==> src/rtl/core/hsec_pkg.sv <==
// Package for the Hamming single-error-correcting encode/correct block.
// Holds widths, reset values, register codes, status structs and the
// elaboration-time position helpers. No dependencies.
package hsec_pkg;

    // Default sizing handed to the top-level parameters.
    localparam int DATA_W_DEF    = 32;
    localparam int MAX_CHECK_DEF = 6;

    // Lengths and syndromes fit in six bits for every legal sizing.
    localparam int LEN_W = 6;

    // Width of the check-count register and its reset value.
    localparam int              CHK_W       = 3;
    localparam logic [CHK_W-1:0] CHECK_RESET = 3'd3;

    // Fixed stored length when byte padding is selected.
    localparam int PAD_LEN = 8;

    // Configuration write port sizing.
    localparam int CFG_IDX_W  = 1;
    localparam int CFG_DATA_W = 3;

    // Configuration register indexes.
    typedef enum logic [CFG_IDX_W-1:0] {
        CFG_CHECK_BITS  = 1'b0,
        CFG_PAD_TO_BYTE = 1'b1
    } cfg_index_t;

    // Status passed from the encoder to the decoder.
    typedef struct packed {
        logic [LEN_W-1:0] code_len;
        logic             len_over;
    } enc_stat_t;

    // Status produced by the decoder.
    typedef struct packed {
        logic [LEN_W-1:0] syndrome;
        logic             range_error;
    } dec_stat_t;

    // True when p is a power of two.
    function automatic bit is_pow2(input int p);
        return (p > 0) && ((p & (p - 1)) == 0);
    endfunction

    // Data slot held by a non-power-of-two position p (1-based).
    function automatic int pos_slot(input int p);
        int cnt;
        cnt = 0;
        for (int q = 1; q < p; q++) begin
            if (!is_pow2(q)) begin
                cnt++;
            end
        end
        return cnt;
    endfunction

    // Codeword position (1-based) that holds data slot s.
    function automatic int slot_pos(input int s);
        int cnt;
        int pos;
        cnt = 0;
        pos = 0;
        for (int q = 1; q < 256; q++) begin
            if (!is_pow2(q)) begin
                if (cnt == s && pos == 0) begin
                    pos = q;
                end
                cnt++;
            end
        end
        return pos;
    endfunction

    // Positions (bit p-1 for position p) whose number has bit i set.
    function automatic logic [63:0] cover_mask(input int i);
        logic [63:0] m;
        m = '0;
        for (int q = 1; q <= 64; q++) begin
            if (((q >> i) & 1) != 0) begin
                m[q-1] = 1'b1;
            end
        end
        return m;
    endfunction

endpackage

==> src/rtl/core/hsec_encode.sv <==
// Hamming encoder: places data bits, computes parity and trims the word
// to the stored length. Depends on hsec_pkg.
module hsec_encode #(
    parameter int DATA_W    = hsec_pkg::DATA_W_DEF,
    parameter int MAX_CHECK = hsec_pkg::MAX_CHECK_DEF,
    localparam int CW_W     = DATA_W + MAX_CHECK
) (
    input  logic [DATA_W-1:0]          data_word,
    input  logic [hsec_pkg::CHK_W-1:0] check_cnt,
    input  logic                       pad_to_byte,
    output logic [CW_W-1:0]            codeword,
    output hsec_pkg::enc_stat_t        stat
);

    localparam int LEN_W = hsec_pkg::LEN_W;

    logic [DATA_W-1:0] top_one;
    logic [LEN_W-1:0]  data_len;
    logic [LEN_W-1:0]  full_len;
    logic [LEN_W-1:0]  code_len;
    logic [CW_W-1:0]   data_at;
    logic [CW_W-1:0]   full_word;
    logic [CW_W-1:0]   len_mask;

    // Highest set bit of the data word, one-hot.
    for (genvar i = 0; i < DATA_W; i++) begin : g_top
        if (i == DATA_W - 1) begin : g_msb
            assign top_one[i] = data_word[i];
        end else begin : g_low
            assign top_one[i] = data_word[i] & ~(|data_word[DATA_W-1:i+1]);
        end
    end

    // Bit length of the data word from the one-hot top bit.
    always_comb begin
        data_len = '0;
        for (int i = 0; i < DATA_W; i++) begin
            data_len = data_len | ({LEN_W{top_one[i]}} & LEN_W'(i + 1));
        end
    end

    // Full code length and the stored length.
    assign full_len = data_len + LEN_W'(check_cnt);
    assign code_len = pad_to_byte ? LEN_W'(hsec_pkg::PAD_LEN) : full_len;

    // Data bits in the non-power-of-two positions up to the full length.
    for (genvar p = 1; p <= CW_W; p++) begin : g_place
        localparam int SLOT = hsec_pkg::pos_slot(p);
        if (hsec_pkg::is_pow2(p) || SLOT >= DATA_W) begin : g_none
            assign data_at[p-1] = 1'b0;
        end else begin : g_data
            assign data_at[p-1] = data_word[SLOT] & (LEN_W'(p) <= full_len);
        end
    end

    // Parity bits at power-of-two positions, data bits elsewhere.
    for (genvar p = 1; p <= CW_W; p++) begin : g_full
        if (hsec_pkg::is_pow2(p) && $clog2(p) < MAX_CHECK) begin : g_par
            localparam int            IDX = $clog2(p);
            localparam logic [CW_W-1:0] COV = CW_W'(hsec_pkg::cover_mask(IDX));
            assign full_word[p-1] = (hsec_pkg::CHK_W'(IDX) < check_cnt)
                                  & (LEN_W'(p) <= full_len)
                                  & (^(data_at & COV));
        end else begin : g_dat
            assign full_word[p-1] = data_at[p-1];
        end
    end

    // Keep only the stored positions.
    for (genvar p = 1; p <= CW_W; p++) begin : g_mask
        assign len_mask[p-1] = (LEN_W'(p) <= code_len);
    end

    assign codeword       = full_word & len_mask;
    assign stat.code_len  = code_len;
    assign stat.len_over  = (full_len > code_len);

endmodule

==> src/rtl/core/hsec_decode.sv <==
// Hamming decoder: applies the flip mask, computes the syndrome, corrects a
// single error and extracts the data bits. Depends on hsec_pkg.
module hsec_decode #(
    parameter int DATA_W    = hsec_pkg::DATA_W_DEF,
    parameter int MAX_CHECK = hsec_pkg::MAX_CHECK_DEF,
    localparam int CW_W     = DATA_W + MAX_CHECK
) (
    input  logic [CW_W-1:0]            codeword,
    input  logic [CW_W-1:0]            flip_mask,
    input  logic [hsec_pkg::CHK_W-1:0] check_cnt,
    input  hsec_pkg::enc_stat_t        enc_stat,
    output hsec_pkg::dec_stat_t        stat,
    output logic [DATA_W-1:0]          corrected_data
);

    localparam int LEN_W = hsec_pkg::LEN_W;

    logic [CW_W-1:0]  len_mask;
    logic [CW_W-1:0]  rx_word;
    logic [CW_W-1:0]  fixed_word;
    logic [LEN_W-1:0] syndrome;
    logic             range_error;
    logic             do_fix;

    // Injected errors only land in stored positions.
    for (genvar p = 1; p <= CW_W; p++) begin : g_mask
        assign len_mask[p-1] = (LEN_W'(p) <= enc_stat.code_len);
    end

    assign rx_word = codeword ^ (flip_mask & len_mask);

    // One parity check per enabled check bit.
    for (genvar i = 0; i < LEN_W; i++) begin : g_syn
        if (i < MAX_CHECK) begin : g_chk
            localparam logic [CW_W-1:0] COV = CW_W'(hsec_pkg::cover_mask(i));
            assign syndrome[i] = (hsec_pkg::CHK_W'(i) < check_cnt) & (^(rx_word & COV));
        end else begin : g_zero
            assign syndrome[i] = 1'b0;
        end
    end

    // Correction is suppressed when the length or syndrome is out of range.
    assign range_error = enc_stat.len_over || (syndrome > enc_stat.code_len);
    assign do_fix      = !range_error && (syndrome != '0);

    for (genvar p = 1; p <= CW_W; p++) begin : g_fix
        assign fixed_word[p-1] = rx_word[p-1] ^ (do_fix && (syndrome == LEN_W'(p)));
    end

    // Data slots read back from their positions; positions past the
    // stored length are already zero.
    for (genvar s = 0; s < DATA_W; s++) begin : g_extract
        localparam int POS = hsec_pkg::slot_pos(s);
        if (POS <= CW_W) begin : g_bit
            assign corrected_data[s] = fixed_word[POS-1];
        end else begin : g_none
            assign corrected_data[s] = 1'b0;
        end
    end

    assign stat.syndrome    = syndrome;
    assign stat.range_error = range_error;

endmodule

==> src/rtl/core/hamming_sec_encode_correct.sv <==
// Top level of the Hamming single-error-correcting encode/correct block:
// stream ports, configuration registers, input and result registers.
// Depends on hsec_pkg, hsec_encode and hsec_decode.
//
//  Channel  | Direction | Handshake          | Payload
//  ---------+-----------+--------------------+------------------------------------
//  s_       | in        | s_tvalid/s_tready  | data_word, flip_mask
//  m_       | out       | m_tvalid/m_tready  | codeword, code_length, syndrome,
//           |           |                    | range_error, corrected_data
//  cfg_     | in        | cfg_valid/cfg_ready| cfg_index, cfg_data
//
// After the input transaction the item is held in the input register, then passes the
// encode/decode logic into the result register, from which its result transaction
// is offered on the m_ channel.
// One item per cycle is sustained while m_tready stays high.
// The input register accepts when it is empty or when its item moves into the
// result register in the same cycle; with m_tready low both stages fill and
// s_tready drops.
// Reset (aresetn low, synchronous) empties both stages and restores
// check_bits to 3 and pad_to_byte to 0. Configuration writes are always taken.
module hamming_sec_encode_correct #(
    parameter int DATA_W    = hsec_pkg::DATA_W_DEF,
    parameter int MAX_CHECK = hsec_pkg::MAX_CHECK_DEF,
    localparam int CW_W     = DATA_W + MAX_CHECK,
    localparam int IN_W     = DATA_W + CW_W,
    localparam int IN_PAD_W = ((IN_W + 7) / 8) * 8,
    localparam int OUT_W    = CW_W + 2 * hsec_pkg::LEN_W + 1 + DATA_W,
    localparam int OUT_PAD_W = ((OUT_W + 7) / 8) * 8
) (
    input  logic                            aclk,
    input  logic                            aresetn,
    // Input stream.
    input  logic                            s_tvalid,
    output logic                            s_tready,
    // s_tdata, from bit 0: data_word, flip_mask, zero fill.
    input  logic [IN_PAD_W-1:0]             s_tdata,
    // Result stream.
    output logic                            m_tvalid,
    input  logic                            m_tready,
    // m_tdata, from bit 0: codeword, code_length, syndrome, range_error,
    // corrected_data, zero fill.
    output logic [OUT_PAD_W-1:0]            m_tdata,
    // Configuration writes.
    input  logic                            cfg_valid,
    output logic                            cfg_ready,
    input  logic [hsec_pkg::CFG_IDX_W-1:0]  cfg_index,
    input  logic [hsec_pkg::CFG_DATA_W-1:0] cfg_data
);

    localparam int LEN_W = hsec_pkg::LEN_W;
    localparam int CHK_W = hsec_pkg::CHK_W;

    // Configuration registers.
    logic [CHK_W-1:0] check_bits_reg;
    logic [CHK_W-1:0] check_bits_next;
    logic             pad_reg;
    logic             pad_next;
    logic [CHK_W-1:0] check_cnt;

    // Input stage.
    logic              in_valid_reg;
    logic              in_valid_next;
    logic [DATA_W-1:0] in_data_reg;
    logic [CW_W-1:0]   in_flip_reg;
    logic              in_ready;
    logic              in_load;

    // Result stage.
    logic              out_valid_reg;
    logic              out_valid_next;
    logic [CW_W-1:0]   out_code_reg;
    logic [LEN_W-1:0]  out_len_reg;
    logic [LEN_W-1:0]  out_syn_reg;
    logic              out_err_reg;
    logic [DATA_W-1:0] out_data_reg;
    logic              out_ready;
    logic              out_load;

    // Datapath between the stages.
    logic [CW_W-1:0]     enc_word;
    hsec_pkg::enc_stat_t enc_stat;
    hsec_pkg::dec_stat_t dec_stat;
    logic [DATA_W-1:0]   dec_data;

    // Configuration write decode.
    assign cfg_ready = 1'b1;

    always_comb begin
        check_bits_next = check_bits_reg;
        pad_next        = pad_reg;
        if (cfg_valid) begin
            unique case (hsec_pkg::cfg_index_t'(cfg_index))
                hsec_pkg::CFG_CHECK_BITS: begin
                    check_bits_next = cfg_data[CHK_W-1:0];
                end
                hsec_pkg::CFG_PAD_TO_BYTE: begin
                    pad_next = cfg_data[0];
                end
                default: begin
                    check_bits_next = check_bits_reg;
                end
            endcase
        end
    end

    always_ff @(posedge aclk) begin
        if (!aresetn) begin
            check_bits_reg <= hsec_pkg::CHECK_RESET;
            pad_reg        <= 1'b0;
        end else begin
            check_bits_reg <= check_bits_next;
            pad_reg        <= pad_next;
        end
    end

    // Check counts above the supported maximum act as the maximum.
    assign check_cnt = (check_bits_reg > CHK_W'(MAX_CHECK)) ? CHK_W'(MAX_CHECK)
                                                            : check_bits_reg;

    // Stage handshakes: each stage frees up when its successor takes it.
    assign out_ready = !out_valid_reg || m_tready;
    assign in_ready  = !in_valid_reg || out_ready;
    assign s_tready  = in_ready;
    assign in_load   = s_tvalid && in_ready;
    assign out_load  = in_valid_reg && out_ready;

    always_comb begin
        in_valid_next  = in_ready ? s_tvalid : in_valid_reg;
        out_valid_next = out_ready ? in_valid_reg : out_valid_reg;
    end

    always_ff @(posedge aclk) begin
        if (!aresetn) begin
            in_valid_reg  <= 1'b0;
            out_valid_reg <= 1'b0;
        end else begin
            in_valid_reg  <= in_valid_next;
            out_valid_reg <= out_valid_next;
        end
    end

    // Input register payload.
    always_ff @(posedge aclk) begin
        if (in_load) begin
            in_data_reg <= s_tdata[DATA_W-1:0];
            in_flip_reg <= s_tdata[IN_W-1:DATA_W];
        end
    end

    // Encode, inject and correct between the two registers.
    hsec_encode #(
        .DATA_W    (DATA_W),
        .MAX_CHECK (MAX_CHECK)
    ) u_encode (
        .data_word   (in_data_reg),
        .check_cnt   (check_cnt),
        .pad_to_byte (pad_reg),
        .codeword    (enc_word),
        .stat        (enc_stat)
    );

    hsec_decode #(
        .DATA_W    (DATA_W),
        .MAX_CHECK (MAX_CHECK)
    ) u_decode (
        .codeword       (enc_word),
        .flip_mask      (in_flip_reg),
        .check_cnt      (check_cnt),
        .enc_stat       (enc_stat),
        .stat           (dec_stat),
        .corrected_data (dec_data)
    );

    // Result register payload.
    always_ff @(posedge aclk) begin
        if (out_load) begin
            out_code_reg <= enc_word;
            out_len_reg  <= enc_stat.code_len;
            out_syn_reg  <= dec_stat.syndrome;
            out_err_reg  <= dec_stat.range_error;
            out_data_reg <= dec_data;
        end
    end

    assign m_tvalid = out_valid_reg;
    assign m_tdata  = OUT_PAD_W'({out_data_reg, out_err_reg, out_syn_reg,
                                  out_len_reg, out_code_reg});

endmodule
==> config.mk <==
export PLATFORM = sky130hd
export DESIGN_NAME = hamming_sec_encode_correct
export DESIGN_NICKNAME = d
export VERILOG_FILES = /design/src/rtl/core/hsec_pkg.sv /design/src/rtl/core/hsec_encode.sv /design/src/rtl/core/hsec_decode.sv /design/src/rtl/core/hamming_sec_encode_correct.sv
export SDC_FILE = /design/constraint.sdc
export NUM_CORES = 1
export LEC_CHECK = 0
export BUFFER_PORTS_ARGS = -buffer_cell sky130_fd_sc_hd__buf_2
export CAP_MARGIN = 5
export CORE_MARGIN = 1
export CORE_UTILIZATION = 41
export CTS_CLUSTER_DIAMETER = 50
export DETAILED_ROUTE_END_ITERATION = 6
export MAX_ROUTING_LAYER = met4
export PLACE_DENSITY_LB_ADDON = 0.15
export SLEW_MARGIN = 0
export SYNTH_ARGS = -nofsm -noshare
export SYNTH_HDL_FRONTEND = slang
export SYNTH_SLANG_ARGS = --single-unit
==> constraint.sdc <==
create_clock -name aclk -period 16.7 [get_ports aclk]
set_input_delay 0.835 -clock aclk [delete_from_list [all_inputs] [get_ports aclk]]
set_output_delay 0.835 -clock aclk [all_outputs]
set_load 0.005 [all_outputs]
After elaboration in Yosys (flattened, before gate mapping)
Index checks and enable logic that the tools add are counted.

Word-level logic and storage cells: 396. Bits of input ports: 81. Flip-flop bits (word level): 159. Output and inout port bits: 91.

Equality and inequality tests: 32. Mux-type cells: 2. Bitwise gates (word level): 179. Reductions and logical operators: 86. Add/sub/neg operators: 1. $lt $le $gt $ge: 85.

Operator list (number): $reduce_xor 38->1 (12); $le 5x6->1 const A (32); $le 4x6->1 const A (16); $or 6x5->6 (16); $eq 6x5->1 const B (15); $le 6x6->1 const A (14); $and 1x1->1 (81); $and 38x38->38 (2); $le 3x6->1 const A (8); $or 6x4->6 (8); $eq 6x4->1 const B (7); $xor 38x38->38 (1); $eq 6x6->1 const B (6); $logic_and 1x1->1 (35); $not 1->1 (32); $xor 1x1->1 (32); $reduce_or 31->1 (1); $reduce_or 30->1 (1); $reduce_or 29->1 (1); $reduce_or 28->1 (1); $reduce_or 27->1 (1); $reduce_or 26->1 (1); $reduce_or 25->1 (1); $le 2x6->1 const A (4); other kinds (42) (57).

Depth between registers and ports, before layout
Depth in word-level cells: 49. Depth in mapped cells: 39. Gate-level depth less buffers: 34.

By module
Synthesis repeated with hierarchy kept, for this count alone.

Cells, all modules: 859. Area total of the unflattened synthesis: 10059.6 um^2.

By module, submodules not included: hamming_sec_encode_correct (area an instance 4946.0 um^2, times used 1, seq. area each 4714.5 um^2, cells an instance 193); hsec_decode (area an instance 2904.0 um^2, times used 1, seq. area each 0.0 um^2, cells an instance 333); hsec_encode (area an instance 2209.6 um^2, times used 1, seq. area each 0.0 um^2, cells an instance 333).

Worst setup path before layout
OpenSTA, ideal clock, no wires.

Path type: register to register. Start point: register in_data_reg[31]. End point: register out_data_reg[18] (data pin). Setup time: 267 ps. Data arrival time: 8300 ps. Stages on the path, launching flop included: 35. Path buffers: 6. Setup slack: 8133 ps. Clock period less this slack: 8567 ps. Data required time: 16433 ps. Cell sequence: edfxtp_1 > clkbuf_1 > clkbuf_1 > buf_1 > buf_1 > clkbuf_1 > a21oi_1 > nor3_1 > nand4_1 > ha_1 > fa_1 > a21oi_1 > a31o_2 > o211a_1 > a2111oi_2 > o31ai_1 > xnor2_1 > xnor3_1 > xnor2_1 > xnor3_1 > a21oi_1 > o21a_1 > buf_4 > ha_1 > nor2b_1 > o21a_1 > o21a_1 > o21ai_0 > nand2b_1 > a21oi_1 > o2bb2ai_1 > a211oi_1 > nand3_1 > nor4b_2 > xor2_1.

RTL lines: from (decl) (line hamming_sec_encode_correct.sv:63) `logic [DATA_W-1:0] in_data_reg;`; from (signal assigned) (line hamming_sec_encode_correct.sv:145) `in_data_reg <= s_tdata[DATA_W-1:0];`; to (signal assigned) (line hamming_sec_encode_correct.sv:181) `out_data_reg <= dec_data;`; to (decl) (line hamming_sec_encode_correct.sv:75) `logic [DATA_W-1:0] out_data_reg;`.

==> results.yml <==
logic_synthesis:
  synth_cell_type_count: 104
  synth_top_cell_area_share: 0.434
  ys_seq_elements: 159
  synthesis.instances: 955
  synth_ff_type: "edfxtp_1"
  synth.cells.most_frequent: "edfxtp_1 (153), xnor2_1 (75), nor2_1 (67), nand2_1 (54), xor2_1 (50)"
  synthArstFlopShare: 0
  edff_count_synth: 153
  synthTopCellsByArea: "edfxtp_1 (43%), xnor2_1 (6.2%), xnor3_1 (4.9%)"
  post_synthesis_area_per_instance_um2: 11.1
  synth_seq_area_share: 0.446
  synth.yosys.warnings: 0
  yosysTopAreaCell: "edfxtp_1"
  yosysMostFrequentCell: "edfxtp_1"
  syn_area_mm2: 0.0106
timing:
  setup_tns_ps: 0
  skew_ps: 20.5
  fin_crit_ps: 10110
  maxSlewViolCount: 0
  grt_setup_unrepaired: "no"
  timing.final.hold_violations: 0
  max_freq_mhz: 98.9
  tightest_slew_ps: 1070
  maxSlewHeadroom: 0.284
  setup_viol: 0
  portion_of_the_clock_cycle_consumed_by_the_worst_path_in_the_final_layout: 0.606
finish:
  num-fill-cells: 2425
  diodes: 0
  layout.nets: 1188
  post_route_cells_drive_above_1_share: 0.250
  stdcell_area_mm2: 0.0122
  areaGrowthSynthToFinish_pct: 15.1
  utilization: 0.482
  final-instance-count-excl-fill: 1440
power_and_ir_drop:
  fin_total_pwr_mw: 1.82
  power.ir.vdd_worst_mv: 0.119
  p_leak_nw: 4.71
  power_per_cell_area_mw_per_mm2: 150
global_routing:
  gr-usage-all-layers: 0.270
  first_pass_grt_wire_length_um: 50100
  grt_antenna_before_repair: 0
  grt_pass1_vias: 7927
  overflow: 0
  grt.met1_usage: 0.355
  groute.layer.met2.usage: 0.413
  grt_use_met3: 0.0415
  grt.busiest_layer: "met2"
  grt_max_degree: 77
cts:
  postCtsSetupBuffers: 0
  cts_buffer_depth: 2
  clkLatencyLatePin_ps: 450
  cts_hold_repair.buffers: 0
  cts.htree.levels: 4
  cts_tree: "yes"
  clock_sink_count: 159
  cts-root-buf: "clkbuf_16"
  path_clk_slew_ps: 70
  cts_made_buffers: 17
  postCtsResizedCells: 0
placement:
  detailed_place.area_mm2: 0.0116
  gp_congestion: 0.965
  placed_instances: 1408
  placement.io_buffers: 163
  hpwlAfterDp_um: 26100
routing:
  vias_per_cell: 5.77
  first_iter_violations: 842
  detail_route_antenna_nets: 0
  wl_per_cell_um: 23.6
  num_vias: 8302
  drtPass1Iterations: 6
  drt_wl_total_um: 33900
  drc: 0
worst_setup_path:
  worstSetupEndpointType: "register"
  critical_path_class: "register to register"
  critical-path-max-stage-delay_ps: 650
  start_kind: "register"
  highest_net_fanout_along_the_worst_path: 18
  arrival_ps: 10280
  worst_path_max_delay_cell: "or4_1"
  required_time_reported_for_the_critical_path_endpoint_ps: 16870
floorplan:
  placementRows: 58
  initial_core_util: 0.419
  die_x_um: 163
  die_h_um: 163
  die_area_mm2: 0.0264
  ioPinCount: 172
  fp.coreArea_mm2: 0.0253
worst_hold_path:
  holdCritPathClass: "register to register"
outcome:
  status: "complete, no violations"
run:
  maxCapViolCount: 0
==> through the flow <==
stage               hold slack (ps)  setup slack, ps
global route                    551             5950
detailed placement              516             6810
global placement                512             6830
floorplan                       477             8130
CTS                             531             6750
finish                          530             6590
==> cell usage in the layout, fill, tap and decap left out, types with 14 or more instances in the layout <==
cell type	count
o21ai_0	28
nand2_1	54
o21ai_1	15
edfxtp_1	153
buf_2	163
nor3_1	36
xor2_1	50
nor2_1	67
and2_1	16
clkbuf_16	17
and3_1	15
a21oi_1	42
buf_4	15
o211ai_1	14
nand3_1	20
xnor3_1	23
inv_1	26
xnor2_1	75
==> report_power, final <==
group / internal [mW] / leakage (nW) / switching (mW) / total [mW]
Combinational: 0.358 / 2.93 / 0.585 / 0.943
Sequential: 0.494 / 1.53 / 0.0199 / 0.514
Clock: 0.192 / 0.255 / 0.173 / 0.365
Total: 1.04 / 4.71 / 0.777 / 1.82
==> cells by family (layout without fill, tap and decap cells) <==
group	count (synthesis)	after routing	share of synthesized area
buffers and inverters	88	239	0.0394
adders and majority gates	11	11	0.0135
and+or+nand+nor	306	306	0.168
muxes	15	15	0.0144
other	2	6	0.000710
DFF	159	159	0.446
AOI/OAI and AO/OA	223	223	0.161
xor gates and xnor gates	151	151	0.158
==> worst max-delay path: cells and delay by family (launching register included) <==
family / cells / cell delay (ps)
and+or+nand+nor: 14 / 4220
AOI/OAI and AO/OA: 12 / 3090
xor gates and xnor gates: 4 / 1190
adders and majority gates: 2 / 550
DFF: 1 / 500
buffers and inverters: 1 / 270
==> metal layers <==
layer	wire, µm	vias up	part of all wire
met3	2250	65	0.066
met4	1220	0	0.036
met1	15000	4001	0.44
met2	15500	372	0.46
li1	-	3864	-
met5	0	-	0
==> area by class of cell <==
class | instances | area, µm² | share of cell area
Clock buffer | 18 | 429 | 0.0353
Clock inverter | 14 | 108 | 0.00884
Inverter | 29 | 109 | 0.00894
Multi-Input combinational cell | 712 | 5470 | 0.449
Sequential cell | 159 | 4720 | 0.387
Tap cell | 330 | 413 | 0.0339
Timing Repair Buffer | 178 | 928 | 0.0763
==> worst paths after layout <==
kind	startpoint	to	slack, ps	depth (start not counted)
setup / recovery	in_data_reg[27]	out_data_reg[11]	6590	33
hold / removal	in_valid_reg	m_tvalid	530	1
setup reg to reg	in_data_reg[27]	out_data_reg[11]	6590	33
hold reg to reg	in_valid_reg	m_tvalid	530	1
No activity file was read; power rests on OpenSTA's default activity.
